`src/sv/alro_pkg.sv`:
```
// alro_pkg: shared types, action codes and arithmetic constants for the looper.
// No dependencies; used by every module of audio_loop_recorder_overdub except alro_ram.
package alro_pkg;

  localparam int BUFFER_DEPTH = 16777216;

  localparam logic [1:0] ACT_SAMPLE = 2'd0;
  localparam logic [1:0] ACT_RECORD = 2'd1;
  localparam logic [1:0] ACT_PLAY   = 2'd2;
  localparam logic [1:0] ACT_RESET  = 2'd3;

  localparam logic [6:0] WET_MAX = 7'd100;

  localparam logic signed [15:0] SAT_MAX = 16'sd32767;
  localparam logic signed [15:0] SAT_MIN = -16'sd32767;

  // x / 25 as (x * RECIP) >> RECIP_SHIFT, low by at most one for x < 2**21
  localparam int RECIP_SHIFT = 24;
  localparam logic [19:0] RECIP = 20'((1 << RECIP_SHIFT) / 25);

  typedef struct packed {
    logic [1:0]         action;
    logic signed [15:0] sample_in;
    logic [6:0]         wet_level;
  } in_t;

  typedef struct packed {
    logic signed [15:0] sample_out;
    logic               playing;
    logic               recording;
    logic               capturing;
  } out_t;

  typedef struct packed {
    logic playing;
    logic recording;
    logic capturing;
  } flags_t;

  // classified item as it sits in the queue
  typedef struct packed {
    logic [1:0]         action;
    logic signed [15:0] dry;
    logic [6:0]         wet;
  } item_t;

  typedef struct packed {
    logic full;
    logic empty;
  } q_stat_t;

endpackage

```
`src/sv/alro_front.sv`:
```
// alro_front: input handshake and item classification (wet level clamp).
// Depends on alro_pkg.
module alro_front (
  input  logic              in_valid,
  output logic              in_ready,
  input  alro_pkg::in_t     in_data,
  input  alro_pkg::q_stat_t q_stat,
  output logic              push,
  output alro_pkg::item_t   push_item
);

  assign in_ready = !q_stat.full;
  assign push     = in_valid && in_ready;

  always_comb begin
    push_item.action = in_data.action;
    push_item.dry    = in_data.sample_in;
    push_item.wet    = (in_data.wet_level > alro_pkg::WET_MAX) ? alro_pkg::WET_MAX
                                                               : in_data.wet_level;
  end

endmodule

```
`config.mk`:
```
export PLATFORM = sky130hd
export DESIGN_NAME = alro_front
export DESIGN_NICKNAME = d
export VERILOG_FILES = /design/src/sv/alro_pkg.sv /design/src/sv/alro_front.sv
export SDC_FILE = /design/constraint.sdc
export NUM_CORES = 1
export LEC_CHECK = 0
export ABC_CLOCK_PERIOD_IN_PS = 800
export BUFFER_PORTS_ARGS = -buffer_cell sky130_fd_sc_hd__buf_4
export CAP_MARGIN = 40
export CELL_PAD_IN_SITES_DETAIL_PLACEMENT = 0
export CELL_PAD_IN_SITES_GLOBAL_PLACEMENT = 1
export CORE_MARGIN = 3
export CORE_UTILIZATION = 10
export DETAILED_ROUTE_END_ITERATION = 10
export GPL_ROUTABILITY_DRIVEN = 1
export GPL_TIMING_DRIVEN = 0
export PLACE_DENSITY_LB_ADDON = 0.1
export SLEW_MARGIN = 20
export SYNTH_ARGS = -nofsm -noshare
export SYNTH_HDL_FRONTEND = slang
export SYNTH_SLANG_ARGS = --single-unit
```
`constraint.sdc`:
```
create_clock -name vclk -period 0.8
set_input_delay 0.08 -clock vclk [all_inputs]
set_output_delay 0.08 -clock vclk [all_outputs]
set_load 0.01 [all_outputs]
```
==> results.py <==
metrics = {
    "status": {
        "outcome": "finished, violations left",
        "violations": "negative setup slack",
    },
    "power": {
        "max-vdd-ir-drop_uv": 150,
        "p_leak_uw": 0.000297,
        "power_uw": 302,
        "power_density_nw_per_um2": 564,
    },
    "drt": {
        "viasPerCell": 3.29,
        "vias": 299,
        "routed_wirelength_microns": 731,
        "post-route-drc-count": 0,
        "wl_per_cell_microns": 8.03,
        "drtIter0Drc": 3,
        "final_antenna_net_count": 0,
        "first_pass_iters": 2,
    },
    "logic_synthesis": {
        "synth_top_area_share_pct": 66.7,
        "synth_seq_area_share_pct": 0,
        "avgSynthCellArea_sq_um": 6.76,
        "synth_area_sq_um": 203,
        "synth_top_cell_by_area": "buf_4",
        "synth.distinct_cells": 10,
        "syn_inst": 30,
        "yosys-top-cells-count": "18 x buf_4, 3 x and2_1, 2 x clkbuf_1",
        "yosysMostFrequentCell": "buf_4",
        "ys_warn_count": 0,
        "synth_fp_nets": 58,
        "ys_top_cells_by_area": "buf_4 67%, and2_1 9.3%, o311ai_1 4.3%, and2_2 3.7%, clkbuf_1 3.7%",
    },
    "timing": {
        "tns_ns": -0.00937,
        "setup_viol": 2,
        "min_period_ns": 0.807,
        "fin_crit_sh_pct": 101,
        "hold_viol": 0,
        "worstMarginPinSlew_ns": 0.219,
        "rsz0062_at_grt": "yes",
        "hold_ws_ns": 0.337,
        "maxSlewViolCount": 0,
        "setup_ws_ns": -0.00735,
        "max_freq_mhz": 1240,
        "max-slew-margin-rel_pct": 85.3,
    },
    "worst_setup_path": {
        "slowest_delay_ns": 0.27,
        "critPathLaunchType": "input pin",
        "slowest_stage": "o311ai_4",
        "critPathTopFamily": "compound AO/OA/AOI/OAI gates",
        "crit_type": "in2out",
        "critPathMaxFanout": 2,
        "crit_required_ns": 0.72,
        "arrival_ns": 0.73,
        "endpoint_kind": "output port",
        "crit_path_frequent_cell": "buf_6",
        "crit_chain": "buf_6, o311ai_4, and2_4, buf_6",
        "critPathBufInv": 2,
    },
    "floorplanning": {
        "core_sq_um": 1820,
        "design.die.area_sq_um": 2600,
        "fp-row-count": 15,
        "fp.dieW_microns": 51.0,
        "start_util_pct": 11.1,
        "io_pins": 55,
        "die_h_microns": 51.0,
    },
    "layout": {
        "instances_no_fill": 91,
        "syn2layout_area_growth_pct": 164,
        "drive_gt1_share_pct": 86.4,
        "final_util_pct": 29.4,
        "antenna_cells": 0,
        "final-seq-area_sq_um": 0,
        "clkbuf_count": 0,
        "seq_cells": 0,
        "nNetsFinal": 96,
    },
    "global_routing": {
        "antenna_found_initial": 0,
        "grt_pass1_wl_microns": 862,
        "globalRouteOverflowTotal": 0,
        "grt_max_degree": 4,
        "first_global_vias": 226,
        "grt_util_all_layers_pct": 3.88,
    },
    "job": {
        "cap_violations": 0,
    },
    "placement": {
        "hpwl_microns": 631,
        "dp_cells": 91,
        "gp_congestion": 0.591,
        "io_buffers": 36,
    },
    "hold_path": {
        "hp-class": "in2out",
    },
    "clocking": {
        "postCtsHoldBufs": 0,
    },
}
cell usage in the layout, fill, tap and decap left out, drive strengths merged:
cell type  synthesis  layout
nor2b              1       1
nor2               1       1
and2               4       4
inv                1       1
clkbuf             2       2
o21bai             1       1
o311ai             1       1
nand2              1       1
buf               18      54
repair_timing:
item,CTS,global route
cloned,0,0
pin swaps,2,1
setup buffers,0,0
resized for setup,6,0
setup endpoints to repair,2,2
cell type report:
type | instances | area (sq um)
repair buffers | 36 | 282
fillers | 207 | 1280
multi-input cells | 9 | 76.3
well taps | 25 | 31.3
inverters | 1 | 3.75
plain buffers | 20 | 143
stage by stage:
| stage | worst slack (ns) | cell area, sq um |
|---|---|---|
| 6_report | -0.00735 | 536 |
| 5_1_grt | -0.0351 | 536 |
| 2_1_floorplan | 0.174 | 203 |
| 3_3_place_gp | -0.0793 | 504 |
| 4_1_cts | -0.00814 | 536 |
| 3_5_place_dp | -0.0671 | 504 |
metal layers:
metal  vias to the layer above  share of wire, %  GRT usage [%]
met1                       114                35           5.38
met4                         0                 0              0
li1                        145                 -              -
met3                         0                24           1.75
met2                        40                40           5.79
met5                         -                 0              0
final timing paths:
path | end | slack [ns] | depth (start not counted) | from
setup / recovery | push_item[1] | -0.007 | 4 | in_data[2]
hold / removal | push_item[7] | 0.34 | 2 | in_data[7]
power breakdown:
group          switching [uW]  leakage, uW  internal (uW)
sequential                  0            0              0
clock                       0            0              0
combinational             105     0.000297            197
logic make-up (layout without fill, tap and decap cells):
family	count (synthesis)	after routing	synth area share [%]
buffers and inverters	21	57	72.2
and+or+nand+nor	7	7	19.8
AOI/OAI and AO/OA	2	2	8.03
Note: power is estimated with default switching activity, not from simulation.
