===== src/sv/alro_pkg.sv =====
// alro_pkg: shared types, action codes and arithmetic constants for the looper.
// No dependencies; used by every module of audio_loop_recorder_overdub except alro_ram.
package alro_pkg;

  localparam int BUFFER_DEPTH = 16777216;

  localparam logic [1:0] ACT_SAMPLE = 2'd0;
  localparam logic [1:0] ACT_RECORD = 2'd1;
  localparam logic [1:0] ACT_PLAY   = 2'd2;
  localparam logic [1:0] ACT_RESET  = 2'd3;

  localparam logic [6:0] WET_MAX = 7'd100;

  localparam logic signed [15:0] SAT_MAX = 16'sd32767;
  localparam logic signed [15:0] SAT_MIN = -16'sd32767;

  // x / 25 as (x * RECIP) >> RECIP_SHIFT, low by at most one for x < 2**21
  localparam int RECIP_SHIFT = 24;
  localparam logic [19:0] RECIP = 20'((1 << RECIP_SHIFT) / 25);

  typedef struct packed {
    logic [1:0]         action;
    logic signed [15:0] sample_in;
    logic [6:0]         wet_level;
  } in_t;

  typedef struct packed {
    logic signed [15:0] sample_out;
    logic               playing;
    logic               recording;
    logic               capturing;
  } out_t;

  typedef struct packed {
    logic playing;
    logic recording;
    logic capturing;
  } flags_t;

  // classified item as it sits in the queue
  typedef struct packed {
    logic [1:0]         action;
    logic signed [15:0] dry;
    logic [6:0]         wet;
  } item_t;

  typedef struct packed {
    logic full;
    logic empty;
  } q_stat_t;

endpackage


===== src/sv/alro_fifo.sv =====
// alro_fifo: two-entry queue between the front end and the back end.
// Depends on alro_pkg.
module alro_fifo (
  input  logic              clk,
  input  logic              rst_n,
  input  logic              push,
  input  alro_pkg::item_t   push_item,
  input  logic              pop,
  output alro_pkg::item_t   pop_item,
  output alro_pkg::q_stat_t q_stat
);

  alro_pkg::item_t slot_r [2];
  logic            wr_ptr_r;
  logic            rd_ptr_r;
  logic [1:0]      cnt_r;

  assign pop_item     = slot_r[rd_ptr_r];
  assign q_stat.full  = (cnt_r == 2'd2);
  assign q_stat.empty = (cnt_r == 2'd0);

  always_ff @(posedge clk) begin
    if (!rst_n) begin
      wr_ptr_r <= 1'b0;
      rd_ptr_r <= 1'b0;
      cnt_r    <= 2'd0;
    end else begin
      if (push) wr_ptr_r <= !wr_ptr_r;
      if (pop)  rd_ptr_r <= !rd_ptr_r;
      case ({push, pop})
        2'b10:   cnt_r <= cnt_r + 2'd1;
        2'b01:   cnt_r <= cnt_r - 2'd1;
        default: cnt_r <= cnt_r;
      endcase
    end
  end

  always_ff @(posedge clk) begin
    if (push) slot_r[wr_ptr_r] <= push_item;
  end

endmodule


===== config.mk =====
export PLATFORM = sky130hd
export DESIGN_NAME = alro_fifo
export DESIGN_NICKNAME = d
export VERILOG_FILES = /design/src/sv/alro_pkg.sv /design/src/sv/alro_fifo.sv
export SDC_FILE = /design/constraint.sdc
export NUM_CORES = 1
export LEC_CHECK = 0
export ABC_CLOCK_PERIOD_IN_PS = 6200
export BUFFER_PORTS_ARGS = -buffer_cell sky130_fd_sc_hd__clkbuf_2
export CAP_MARGIN = 20
export CORE_MARGIN = 5
export CORE_UTILIZATION = 49
export DETAILED_ROUTE_END_ITERATION = 8
export GPL_TIMING_DRIVEN = 0
export PLACE_DENSITY = 0.86
export SYNTH_ARGS = -nofsm -noshare
export SYNTH_HDL_FRONTEND = slang
export SYNTH_SLANG_ARGS = --single-unit

===== constraint.sdc =====
create_clock -name clk -period 6.2 [get_ports clk]
set_clock_uncertainty 0.2 [all_clocks]
set_input_delay 0 -clock clk [delete_from_list [all_inputs] [get_ports clk]]
set_output_delay 0 -clock clk [all_outputs]
set_load 0.05 [all_outputs]

==> results.md, run 1 <==
- The flow ran to the end, and the final reports show no timing, DRC or antenna violations.
- The final period demand of the worst path is 1900 ps.
- The top cell types in the final layout, fill and taps aside, are clkbuf_2 (55), edfxtp_1 (50), dlygate4sd3_1 (29).
- The first routing iteration left 19 violations.
- The worst hold-check path type is in2reg.
- The global route total overflow is 0.
- The final-report hold violation count is 0.
- The mean instance size in the synthesized netlist is 20.1 sq um.
- The cell type with the largest total area after synthesis is edfxtp_1.
- The total CTS buffers is 5.
- The critical path launch point type is a register.
- Once detail routing completed, the nets flagged for antenna violations numbered 0.
- Summing the areas of all compound-gate instances in the mapped netlist gives 0.994% of the synthesized area.
- The final-layout worst hold slack is 225 ps.
- The latest clock arrival within the worst-skew pair is 300 ps.
- The transition time at the pin with the least slew margin is 674 ps.
- The worst-case clock buffer depth is 2.
- The highest fanout seen on the critical path is 10.
- The die covers 5490 sq um.
- The number of I/O pins is 56.
- After Yosys synthesis, and, or, nand and nor cells account for 2.67% of the synthesized area.
- In the post-synthesis netlist, the biggest area contributors are edfxtp_1 (75%), mux2_2 (14%), dfxtp_1 (5.0%).
- The number of cell rows is 23.
- The global-route wire length before repair is 5950 um.
- The number of nets in the synthesized netlist is 130.
- The fraction of post-synthesis cell area in the top cell type by area is 74.5%.
- Data on the critical path is required at its endpoint by 6000 ps.
- The floorplan step set the die width to 74.1 um.
- The number of H-tree levels is 2.
- The core box area is 4000 sq um.
- The routed length per instance is 15.7 um.
- The final count of pins violating max slew came to 0.
- The number of global-route vias before repair is 1,285.
- The worst setup path is of the reg2out kind.
- Once the floorplan was initialized, standard cells occupied 50.4% of the core.
- The placed wire-length estimate after detailed placement is 2570 um.
- The combined area of all synthesized cells is 2010 sq um.
- The share of the clock period used by the worst path after layout is 30.7%.
- The main combinational cell family by area after synthesis is multiplexers.
- Of the total synthesized cell area, the portion taken by full adders, half adders and majority gates is 0.621%.
- Clock-pin slew was measured on the worst setup and hold paths at 90 ps.
- The weighted congestion at the end of routability-driven global placement is 0.680.
- Entering global routing, the biggest net connects 26 pins.
- The buffer cell driving the clock tree root is clkbuf_8.
- The number of standard cells after synthesis is 100.
- Using the TritonRoute via totals, the vias-per-cell ratio works out to 4.78.
- Measured along the y axis, the die boundary spans 74.1 um.
- In this run, distinct cell masters in the synthesized netlist total 16.
- Data on the critical path arrives at its endpoint at 1700 ps.
- Grouping stages by cell kind, the critical path spends the most delay in buffers and inverters.
- Leaving out fill and tap cells, the most frequent cell in the layout is clkbuf_2.
- The critical path contains buffers and inverters numbering 3 combined.
- The number of antenna violations at the first check in global routing came to 0.
- STA classifies the critical path endpoint as a primary output.
- The flip-flop and latch count after synthesis is 55.
- TritonCTS built the clock tree.
- Traced cell by cell, the critical path runs through buf_2, buf_2, mux2_2, clkbuf_2.
- Dividing total power by cell area gives a power density of 282 nW/um^2.
- For this design, the slowest cell found on the critical path is mux2_2.
- The growth of design area from synthesis to finish is 37.8%.
- For this block, the routed nets add up to 3830 um of wire.
- Counting the fill cells in the layout gives 288.
- Max-cap violations in this run came to 0.
- The portion of synthesized area spent on multiplexers is 14.0%.
- The fraction of synthesized cell area in xor and xnor cells is 1.30%.
- The length of the first detailed-routing pass in iterations is 4.
- The final layout contains 223 nets.
- The fraction of the yosys area taken by sequential cells is 79.5%.
- The tree built by TritonCTS fans out to 55 sinks.
- Setup repair after global routing left no endpoint under its margin.
- The number of buffer cells added on primary ports is 55.
- The DRC violation count after routing is 0.
- The headroom to the max-slew limit is 55.1%.
- Summed over all failing endpoints, the final setup total negative slack is 0 ps.
- The overall routing resource usage is 15.1%.
- The total power draw is 783 uW.
- The number of setup buffers added after CTS is 0.
- The total via count in the routed design is 1,167.
- The number of synthesis warnings is 0.
- Setup violations remaining at the end of the flow were counted as 0.
- The worst-case IR drop observed on VDD is 152 uV.
- In this design, the stage delay of the slowest critical-path cell is 380 ps.
- The antenna diode count is 0.
- The leakage power is 1.08 nW.
- In this design, the critical path's most frequently occurring cell is buf_2.
- The post-route netlist has 48.5% of its cells at a drive strength greater than 1.
- The achievable frequency is 526 MHz.
worst register-to-register path: stages, from the launching register on:
cell	delay [ps]
dfxtp_1	340
nor2_2	540
buf_8	260
repair_timing:
| action | in CTS | in global routing |
|---|---|---|
| resized for setup | 0 | 0 |
| endpoints found under the hold margin | 55 | 0 |
| endpoints found under the setup margin | 0 | 0 |
| hold buffers | 29 | 0 |
power by group:
part	leakage [nW]	switching, mW	internal, mW
combinational	0.529	0.107	0.0578
sequential	0.511	0.00675	0.426
clock	0.0418	0.106	0.0788
total	1.08	0.220	0.563
layout make-up:
cell class	count	area [sq um]	area share, %
well taps	50	62.6	2.25
clock buffers	5	68.8	2.48
clock inverters	3	20.0	0.721
flip-flops and latches	55	1600	57.7
repair buffers	86	608	21.9
multi-input cells	41	397	14.3
plain buffers	3	15.0	0.541
inverters	1	3.75	0.135
cell usage after synthesis:
library cell,instances
nor2b_1,1
and2_1,4
or3_1,1
nor2_1,2
o21a_1,1
buf_2,3
xor2_1,1
mux2_2,25
a21boi_1,1
ha_1,1
dfxtp_1,5
edfxtp_1,50
and2b_2,1
o21ai_0,1
inv_1,1
xnor2_1,2
state kept, by name, summed over array words and instances (netlist names), named ones only:
| name | flops |
|---|---|
| rd_ptr_r | 1 |
| wr_ptr_r | 1 |
| cnt_r | 2 |
| slot_r | 50 |
per-stage QoR:
step | instances | util (%) | setup WS (ps) | area (sq um)
after floorplan | 100 | - | 4180 | 2010
after global placement | 205 | 58.8 | 3730 | 2350
after detailed placement | 206 | 59.2 | 4330 | 2370
after CTS | 243 | 68.7 | 4260 | 2750
after global routing | 244 | 69.4 | 4200 | 2780
final | 244 | 69.4 | 4300 | 2780
worst paths after layout:
| path | slack (ps) | cells past startpoint | to | from |
|---|---|---|---|---|
| min | 220 | 2 | slot_r[1][9]$_DFFE_PP_ | push_item[9] |
| max | 4300 | 4 | pop_item[6] | register |
| max reg2reg | 4570 | 2 | slot_r[0][14]$_DFFE_PP_ | wr_ptr_r$_SDFFE_PN0P_ |
| min reg2reg | 330 | 2 | cnt_r[1]$_SDFFE_PN0P_ | cnt_r[1]$_SDFFE_PN0P_ |
layer usage:
layer	global-route usage (%)	part of all wire, %	vias up
met5	0	0	-
met3	5.27	7.2	0
met2	30.6	59	40
li1	-	-	570
met4	2.41	0	0
met1	14.5	34	557
cells by family (layout without fill, tap and decap cells):
kind of cell / count (synthesis) / after routing
buffers and inverters: 4 / 98
DFF: 55 / 55
xor gates and xnor gates: 3 / 3
adders and majority gates: 1 / 1
AOI/OAI and AO/OA: 3 / 3
muxes: 25 / 25
and+or+nand+nor: 9 / 9
(Power assumes the default switching activity.)
==> run 2: changes to the inputs <==
ABC_CLOCK_PERIOD_IN_PS = 1600   (was 6200)
CORE_UTILIZATION = 46   (was 49)
PLACE_DENSITY = 0.84   (was 0.86)
clock period = 1.6 ns   (was 6.2 ns; I/O delays follow)
==> run 2 against run 1 <==
  * The run now ends with setup timing left
  * Global-route usage shrank 0.43 points
  * Non-clock buffer count is the same
  * Cell area grew 12%
  * Register-to-register slack lost 4400 ps
  * Final cell count grew 0.82%
  * Clock power grew to 3.9 times the previous value
  * Count of clock-buffer cells in the layout grew 1
  * Die area grew 5.6%
  * Critical endpoint is now pop_item[21]
  * Via count grew 3.3%
  * Power grew to 4.1 times the previous value
  * Highest routed layer is now met4
  * Hold slack gained 8.8 ps
==> results.md, run 2 (same netlist as run 1, synthesis figures left out) <==
- The flow ran to the end, but the final reports show violations.
- The length of the first detailed-routing pass in iterations is 6 (+2).
- The antenna diode count is 0 (unchanged).
- The clock-pin transition on the worst setup and hold timing paths is 80 ps (about the same).
- The total power draw is 3.23 mW (+310%).
- Timing would allow up to 621 MHz.
- The leakage power came to 1.23 nW (+13%).
- The core box area was 4290 sq um (+7.4%).
- The first-iteration detailed-routing DRC count is 67 (+48).
- The number of failing setup endpoints in the final timing report is 2 (+2).
- The min-delay analysis places its worst path in the category in2reg.
- The critical path launch point type is a register.
- The weighted congestion at the end of routability-driven global placement is 0.674 (-0.90%).
- The number of I/O pins is 56 (unchanged).
- The DRC violation count after routing is 0 (unchanged).
- The least setup slack across all paths after layout is -10.8 ps (-4310 ps).
- The overall routing resource usage is 14.6% (-0.43 points).
- The ratio of routed vias to standard cells is 4.90 (+2.5%).
- The fraction of final layout cells sized beyond drive strength 1 was 50.5% (+2.1 points).
- The largest net degree at the start of global routing came to 26 (unchanged).
- The fill cell instance count of the final layout is 281 (-2.4%).
- The placed wire-length estimate after detailed placement is 2680 um (+4.3%).
- The critical path in this run is classified as reg2out.
- The worst-case clock buffer depth is 2 (unchanged).
- The post-route cell area is 3120 sq um (+12%).
- The latest clock arrival within the worst-skew pair is 290 ps (about the same).
- The worst path required time was 1400 ps (-4600 ps).
- The global-route wire length before repair is 6590 um (+11%).
- The total power divided by cell area is 1040 nW/um^2 (+270%).
- The total CTS buffers is 5 (unchanged).
- The arrival time of data at the critical path endpoint is 1410 ps (-290 ps).
- The final reports fail on setup timing.
- The final count of pins violating max slew was 0 (unchanged).
- The number of buffer cells added on primary ports is 55 (unchanged).
- The kind of end point of the critical path is a primary output.
- The most frequent standard cell in the layout excluding fill and tap cells is edfxtp_1.
- The number of global-route vias before repair is 1,322 (+2.9%).
- The total via count in the routed design was 1,206 (+3.3%).
- The maximum ir drop on the vdd rail came to 729 uV (+380%).
- The number of nets in the layout was 223 (unchanged).
- The number of cell rows came to 24 (+4.3%).
- The worst path uses 101% of the clock period.
- The starting density of the core is 46.9% (-3.4 points).
- The global route total overflow was 0 (unchanged).
- The vertical extent of the die is 76.2 um (+2.8%).
- slot_r holds more flip-flops than any other register.
- The transition time at the pin with the least slew margin is 403 ps (-271 ps).
- The highest fanout seen on the critical path is 5 (-5).
- The post-placement cell area was 2380 sq um (+0.63%).
- The area of the multi-input gates is 458 sq um (+15%).
- The number of flip-flops in the largest register came to 50 (unchanged).
- TritonCTS built the clock tree.
- The total detailed-routing wirelength came to 4190 um (+9.4%).
- The number of antenna violations at the first check in global routing was 0 (unchanged).
- The top cell types in the final layout, fill and taps aside, are edfxtp_1 (50), clkbuf_2 (30), dlygate4sd3_1 (28).
- The final period demand of the worst path is 1610 ps.
- The number of antenna-violating nets in the routed design is 0 (unchanged).
- The area taken by flip-flops and latches is 1610 sq um (+0.23%).
- The total number of clock tree sinks is 55 (unchanged).
- The largest registers in the layout are slot_r x50, cnt_r x2.
- The final-report hold violation count is 0 (unchanged).
- The area of the die was 5800 sq um (+5.6%).
- Setup repair after global routing could not meet its margin everywhere.
- The number of maximum-capacitance violations is 0 (unchanged).
- The growth of design area from synthesis to finish is 54.9%.
- The horizontal extent of the die was 76.2 um (+2.8%).
- The number of H-tree levels was 2 (unchanged).
- The headroom to the max-slew limit came to 73.1% (+18 points).
- The buffer cell driving the clock tree root is clkbuf_8.
- The routed length per instance is 17.0 um (+8.5%).
-- run 2: cell types whose count changed in the layout (fill, tap and decap cells not counted), moves of 2 or more --
cell,before,now
clkbuf_2,55,30
buf_2,3,0
buf_4,0,2
mux2_2,25,14
buf_6,0,2
clkbuf_8,5,15
buf_8,1,12
mux2_4,0,11
clkbuf_16,0,2
-- run 2: repair_timing --
action,CTS,global route
hold endpoints to repair,62,0
cloned,1,0
gates resized for setup,67,20
buffers inserted,3,0
hold buffers,28,0
endpoints found under the setup margin,60,50
-- run 2: path summary, 6_finish.rpt --
path | from | to | slack [ps] | cells after the start
setup / recovery | register | pop_item[21] | -10 | 3
hold / removal | push_item[13] | slot_r[1][13]$_DFFE_PP_ | 230 | 2
setup reg to reg | wr_ptr_r$_SDFFE_PN0P_ | slot_r[0][6]$_DFFE_PP_ | 200 | 2
hold reg to reg | cnt_r[1]$_SDFFE_PN0P_ | cnt_r[1]$_SDFFE_PN0P_ | 310 | 2
-- run 2: stage by stage --
stage	TNS [ps]	utilization [%]	setup slack, ps	hold WS (ps)	std cells
6_report	-21.5	72.7	-10.8	234	246
5_1_grt	-466	72.7	-57.5	230	246
2_1_floorplan	-29.3	-	-1.17	-101	100
3_5_place_dp	-7430	55.5	-296	-4.59	208
4_1_cts	-1570	72.0	-94.6	221	248
3_3_place_gp	-12790	54.9	-284	-12.0	207
-- run 2: cell type report --
| cell class | count | area share, % |
|---|---|---|
| flip-flops and latches | 55 | 51.4 |
| inverters | 1 | 0.120 |
| well taps | 52 | 2.09 |
| repair buffers | 87 | 28.1 |
| multi-input cells | 41 | 14.7 |
| plain buffers | 2 | 0.842 |
| clock buffers | 6 | 2.33 |
| clock inverters | 2 | 0.401 |
-- run 2: layer usage --
layer	vias to the layer above	global-route usage, %	wire length, um
li1	563	-	-
met1	610	14.7	1530
met2	31	28.8	2480
met3	2	4.26	161
met4	0	3.67	27
met5	-	0	0
-- run 2: where the power goes --
group | internal [mW] | switching [mW]
logic | 0.392 | 0.440
registers | 1.65 | 0.0318
clock network | 0.307 | 0.409
total | 2.35 | 0.881
-- run 2: critical path, cell delays in order (launching register included) --
cell and delay, ps:
dfxtp_4 380, bufbuf_16 260, mux2_4 300, clkbuf_16 170
==> run 3: changes to the inputs <==
PLACE_DENSITY = 0.74   (was 0.84)
TNS_END_PERCENT = 50   (was default)
==> run 3 against run 2 <==
  * Setup slack better by 1.1 ps
  * Via count fell by 1.3%
  * Sequential cell count is the same
  * Hold slack got worse by 19 ps
  * Sequential power is essentially flat
  * First-iteration DRC count shrank 49%
  * Die area unchanged
  * Critical path type unchanged
  * Register-to-register slack lost 40 ps
  * Utilization increased by 2.1 points
  * The flow still finishes with violations (setup timing)
  * Critical path depth up 1
  * Highest routed layer unchanged
  * Wire length increased by 4.0%
==> results.md, run 3 (same netlist as run 1, synthesis figures left out) <==
- The run finished, with violations left.
- The checks that failed: setup timing.
- The post-placement cell area came to 2370 sq um (-0.52%).
- The share of the clock period used by the worst path after layout is 101% (about the same).
- The largest net degree at the start of global routing came to 26 (unchanged).
- Setup repair after global routing could not meet its margin everywhere.
- The routed length per instance came to 17.6 um (+3.5%).
- The total via count in the routed design is 1,190 (-1.3%).
- The final-report hold violation count is 0 (unchanged).
- The final period demand of the worst path is 1610 ps (-1.12 ps).
- The latest clock arrival within the worst-skew pair was 310 ps (+20 ps).
- The clock-pin transition on the worst setup and hold timing paths is 100 ps (+20 ps).
- The number of cell rows was 24 (unchanged).
- The total power draw is 3.50 mW (+8.2%).
- The number of antenna-violating nets in the routed design came to 0 (unchanged).
- The vertical extent of the die is 76.2 um (unchanged).
- The number of antenna violations at the first check in global routing is 0 (unchanged).
- The weighted congestion at the end of routability-driven global placement came to 0.653 (-3.2%).
- The fill cell instance count of the final layout is 251 (-11%).
- The top cell types in the final layout, fill and taps aside, are edfxtp_1 (50), clkbuf_2 (30), buf_8 (29).
- Counting flops per register, the top entry is slot_r.
- The global route total overflow is 0 (unchanged).
- The headroom to the max-slew limit was 72.4% (-0.72 points).
- In this design, the critical path's most frequently occurring cell is buf_8.
- The fraction of final layout cells sized beyond drive strength 1 is 50.8% (+0.25 points).
- The horizontal extent of the die is 76.2 um (unchanged).
- The antenna diode count is 0 (unchanged).
- The starting density of the core is 46.9% (unchanged).
- The final count of pins violating max slew is 0 (unchanged).
- The total power divided by cell area is 1090 nW/um^2 (+5.1%).
- The worst path required time is 1400 ps (about the same).
- The critical path is of the reg2out type.
- STA classifies the critical path endpoint as a primary output.
- The maximum ir drop on the vdd rail is 585 uV (-20%).
- In the final layout, the registers with the most flip-flops are slot_r x50, cnt_r x2.
- The length of the first detailed-routing pass in iterations is 2 (-4).
- The number of nets in the layout is 224 (+0.45%).
- TritonCTS built the clock tree.
- The number of failing setup endpoints in the final timing report is 5 (+3).
- The number of maximum-capacitance violations was 0 (unchanged).
- The achievable frequency is 621 MHz (about the same).
- The total CTS buffers is 5 (unchanged).
- The total detailed-routing wirelength is 4360 um (+4.0%).
- Traced cell by cell, the critical path runs through buf_8, clkbuf_16, mux2_4, buf_8.
- The launch point of the worst reg-to-reg path is wr_ptr_r$_SDFFE_PN0P_.
- The maximum cell stage delay along the critical path is 340 ps (-40 ps).
- The post-route cell area was 3210 sq um (+2.9%).
- The number of global-route vias before repair is 1,340 (+1.4%).
- The DRC violation count after routing is 0 (unchanged).
- The tree is rooted in a clkbuf_8.
- The worst hold-check path type is in2reg.
- The library cell used most frequently in the layout, excluding fill and tap cells, is edfxtp_1.
- The number of flip-flops in the largest register is 50 (unchanged).
- The core box area is 4290 sq um (unchanged).
- The least setup slack across all paths after layout is -9.65 ps (+1.12 ps).
- The first-iteration detailed-routing DRC count is 34 (-49%).
- The area of the die is 5800 sq um (unchanged).
- The worst-case clock buffer depth is 2 (unchanged).
- The placed wire-length estimate after detailed placement is 2470 um (-7.7%).
- The arrival time of data at the critical path endpoint is 1410 ps (about the same).
- The cell with the biggest individual delay on the critical path is dfxtp_2.
- The transition time at the pin with the least slew margin is 414 ps (+10.8 ps).
- The number of H-tree levels is 2 (unchanged).
- The number of buffer cells added on primary ports is 55 (unchanged).
- The highest fanout seen on the critical path is 5 (unchanged).
- The critical path launch point type is a register.
- The launch instance of the worst min-delay path is push_item[14].
- The total number of clock tree sinks came to 55 (unchanged).
- The global-route wire length before repair is 6380 um (-3.1%).
- The overall routing resource usage came to 14.1% (-0.48 points).
- The number of I/O pins is 56 (unchanged).
- The final-layout worst hold slack is 214 ps (-19.3 ps).
- The ratio of routed vias to standard cells was 4.82 (-1.7%).
- The growth of design area from synthesis to finish is 59.4%.
- The leakage power is 1.30 nW (+5.8%).
==> run 3: changes by cell type in the layout (fill, tap and decap cells not counted), sizes merged <==
| cell | delta |
|---|---|
| clkbuf | -13 |
| clkinvlp | -1 |
| bufbuf | -1 |
| bufinv | +1 |
| buf | +14 |
| clkinv | +1 |
==> run 3: through the flow <==
step	setup slack, ps	TNS, ps	util [%]	instances
floorplan	-1.17	-29.3	-	100
global placement	-282	-12650	54.9	207
detailed placement	-319	-9090	55.2	208
CTS	-99.0	-848	71.0	246
global route	-51.5	-853	74.8	247
finish	-9.65	-41.8	74.8	247
==> run 3: path summary, 6_finish.rpt <==
check,slack [ps],to,cells after the start
worst max-delay path,-10,pop_item[7],4
worst max register to register,160,slot_r[0][9]$_DFFE_PP_,2
worst min-delay path,210,slot_r[1][14]$_DFFE_PP_,2
worst min register to register,340,cnt_r[1]$_SDFFE_PN0P_,2
==> run 3: power breakdown <==
group	internal [mW]	leakage, nW	switching, mW
Clock	0.466	0.0581	0.454
Sequential	1.65	0.511	0.0311
Combinational	0.429	0.727	0.464
Total	2.55	1.30	0.949
==> run 3: per-layer routing <==
layer | up-vias | wire length [um] | GRT usage [%]
met2 | 39 | 2440 | 25.4
met5 | - | 0 | 0
met4 | 0 | 63 | 6.29
li1 | 569 | - | -
met1 | 575 | 1610 | 15.1
met3 | 7 | 239 | 4.26
==> run 3: repair_timing <==
action	4_1_cts	5_1_grt
buffers inserted	1	0
resized for setup	62	54
hold buffers	28	0
gates cloned	1	1
hold endpoints to repair	65	0
endpoints found under the setup margin	62	50
==> run 3: critical path, delay by kind of cell (launching register included) <==
family,cells,cell delay (ps)
mux,1,310
buf+inv,3,450
flops,1,340
==> run 3: cell type report <==
| class | count | area, sq um | area share (%) |
|---|---|---|---|
| Clock buffer | 5 | 68.8 | 2.14 |
| Inverter | 1 | 3.75 | 0.117 |
| Sequential cell | 55 | 1600 | 49.9 |
| Timing Repair Buffer | 87 | 885 | 27.5 |
| Buffer | 3 | 45.0 | 1.40 |
| Clock inverter | 3 | 43.8 | 1.36 |
| Tap cell | 52 | 65.1 | 2.03 |
| Multi-Input combinational cell | 41 | 498 | 15.5 |
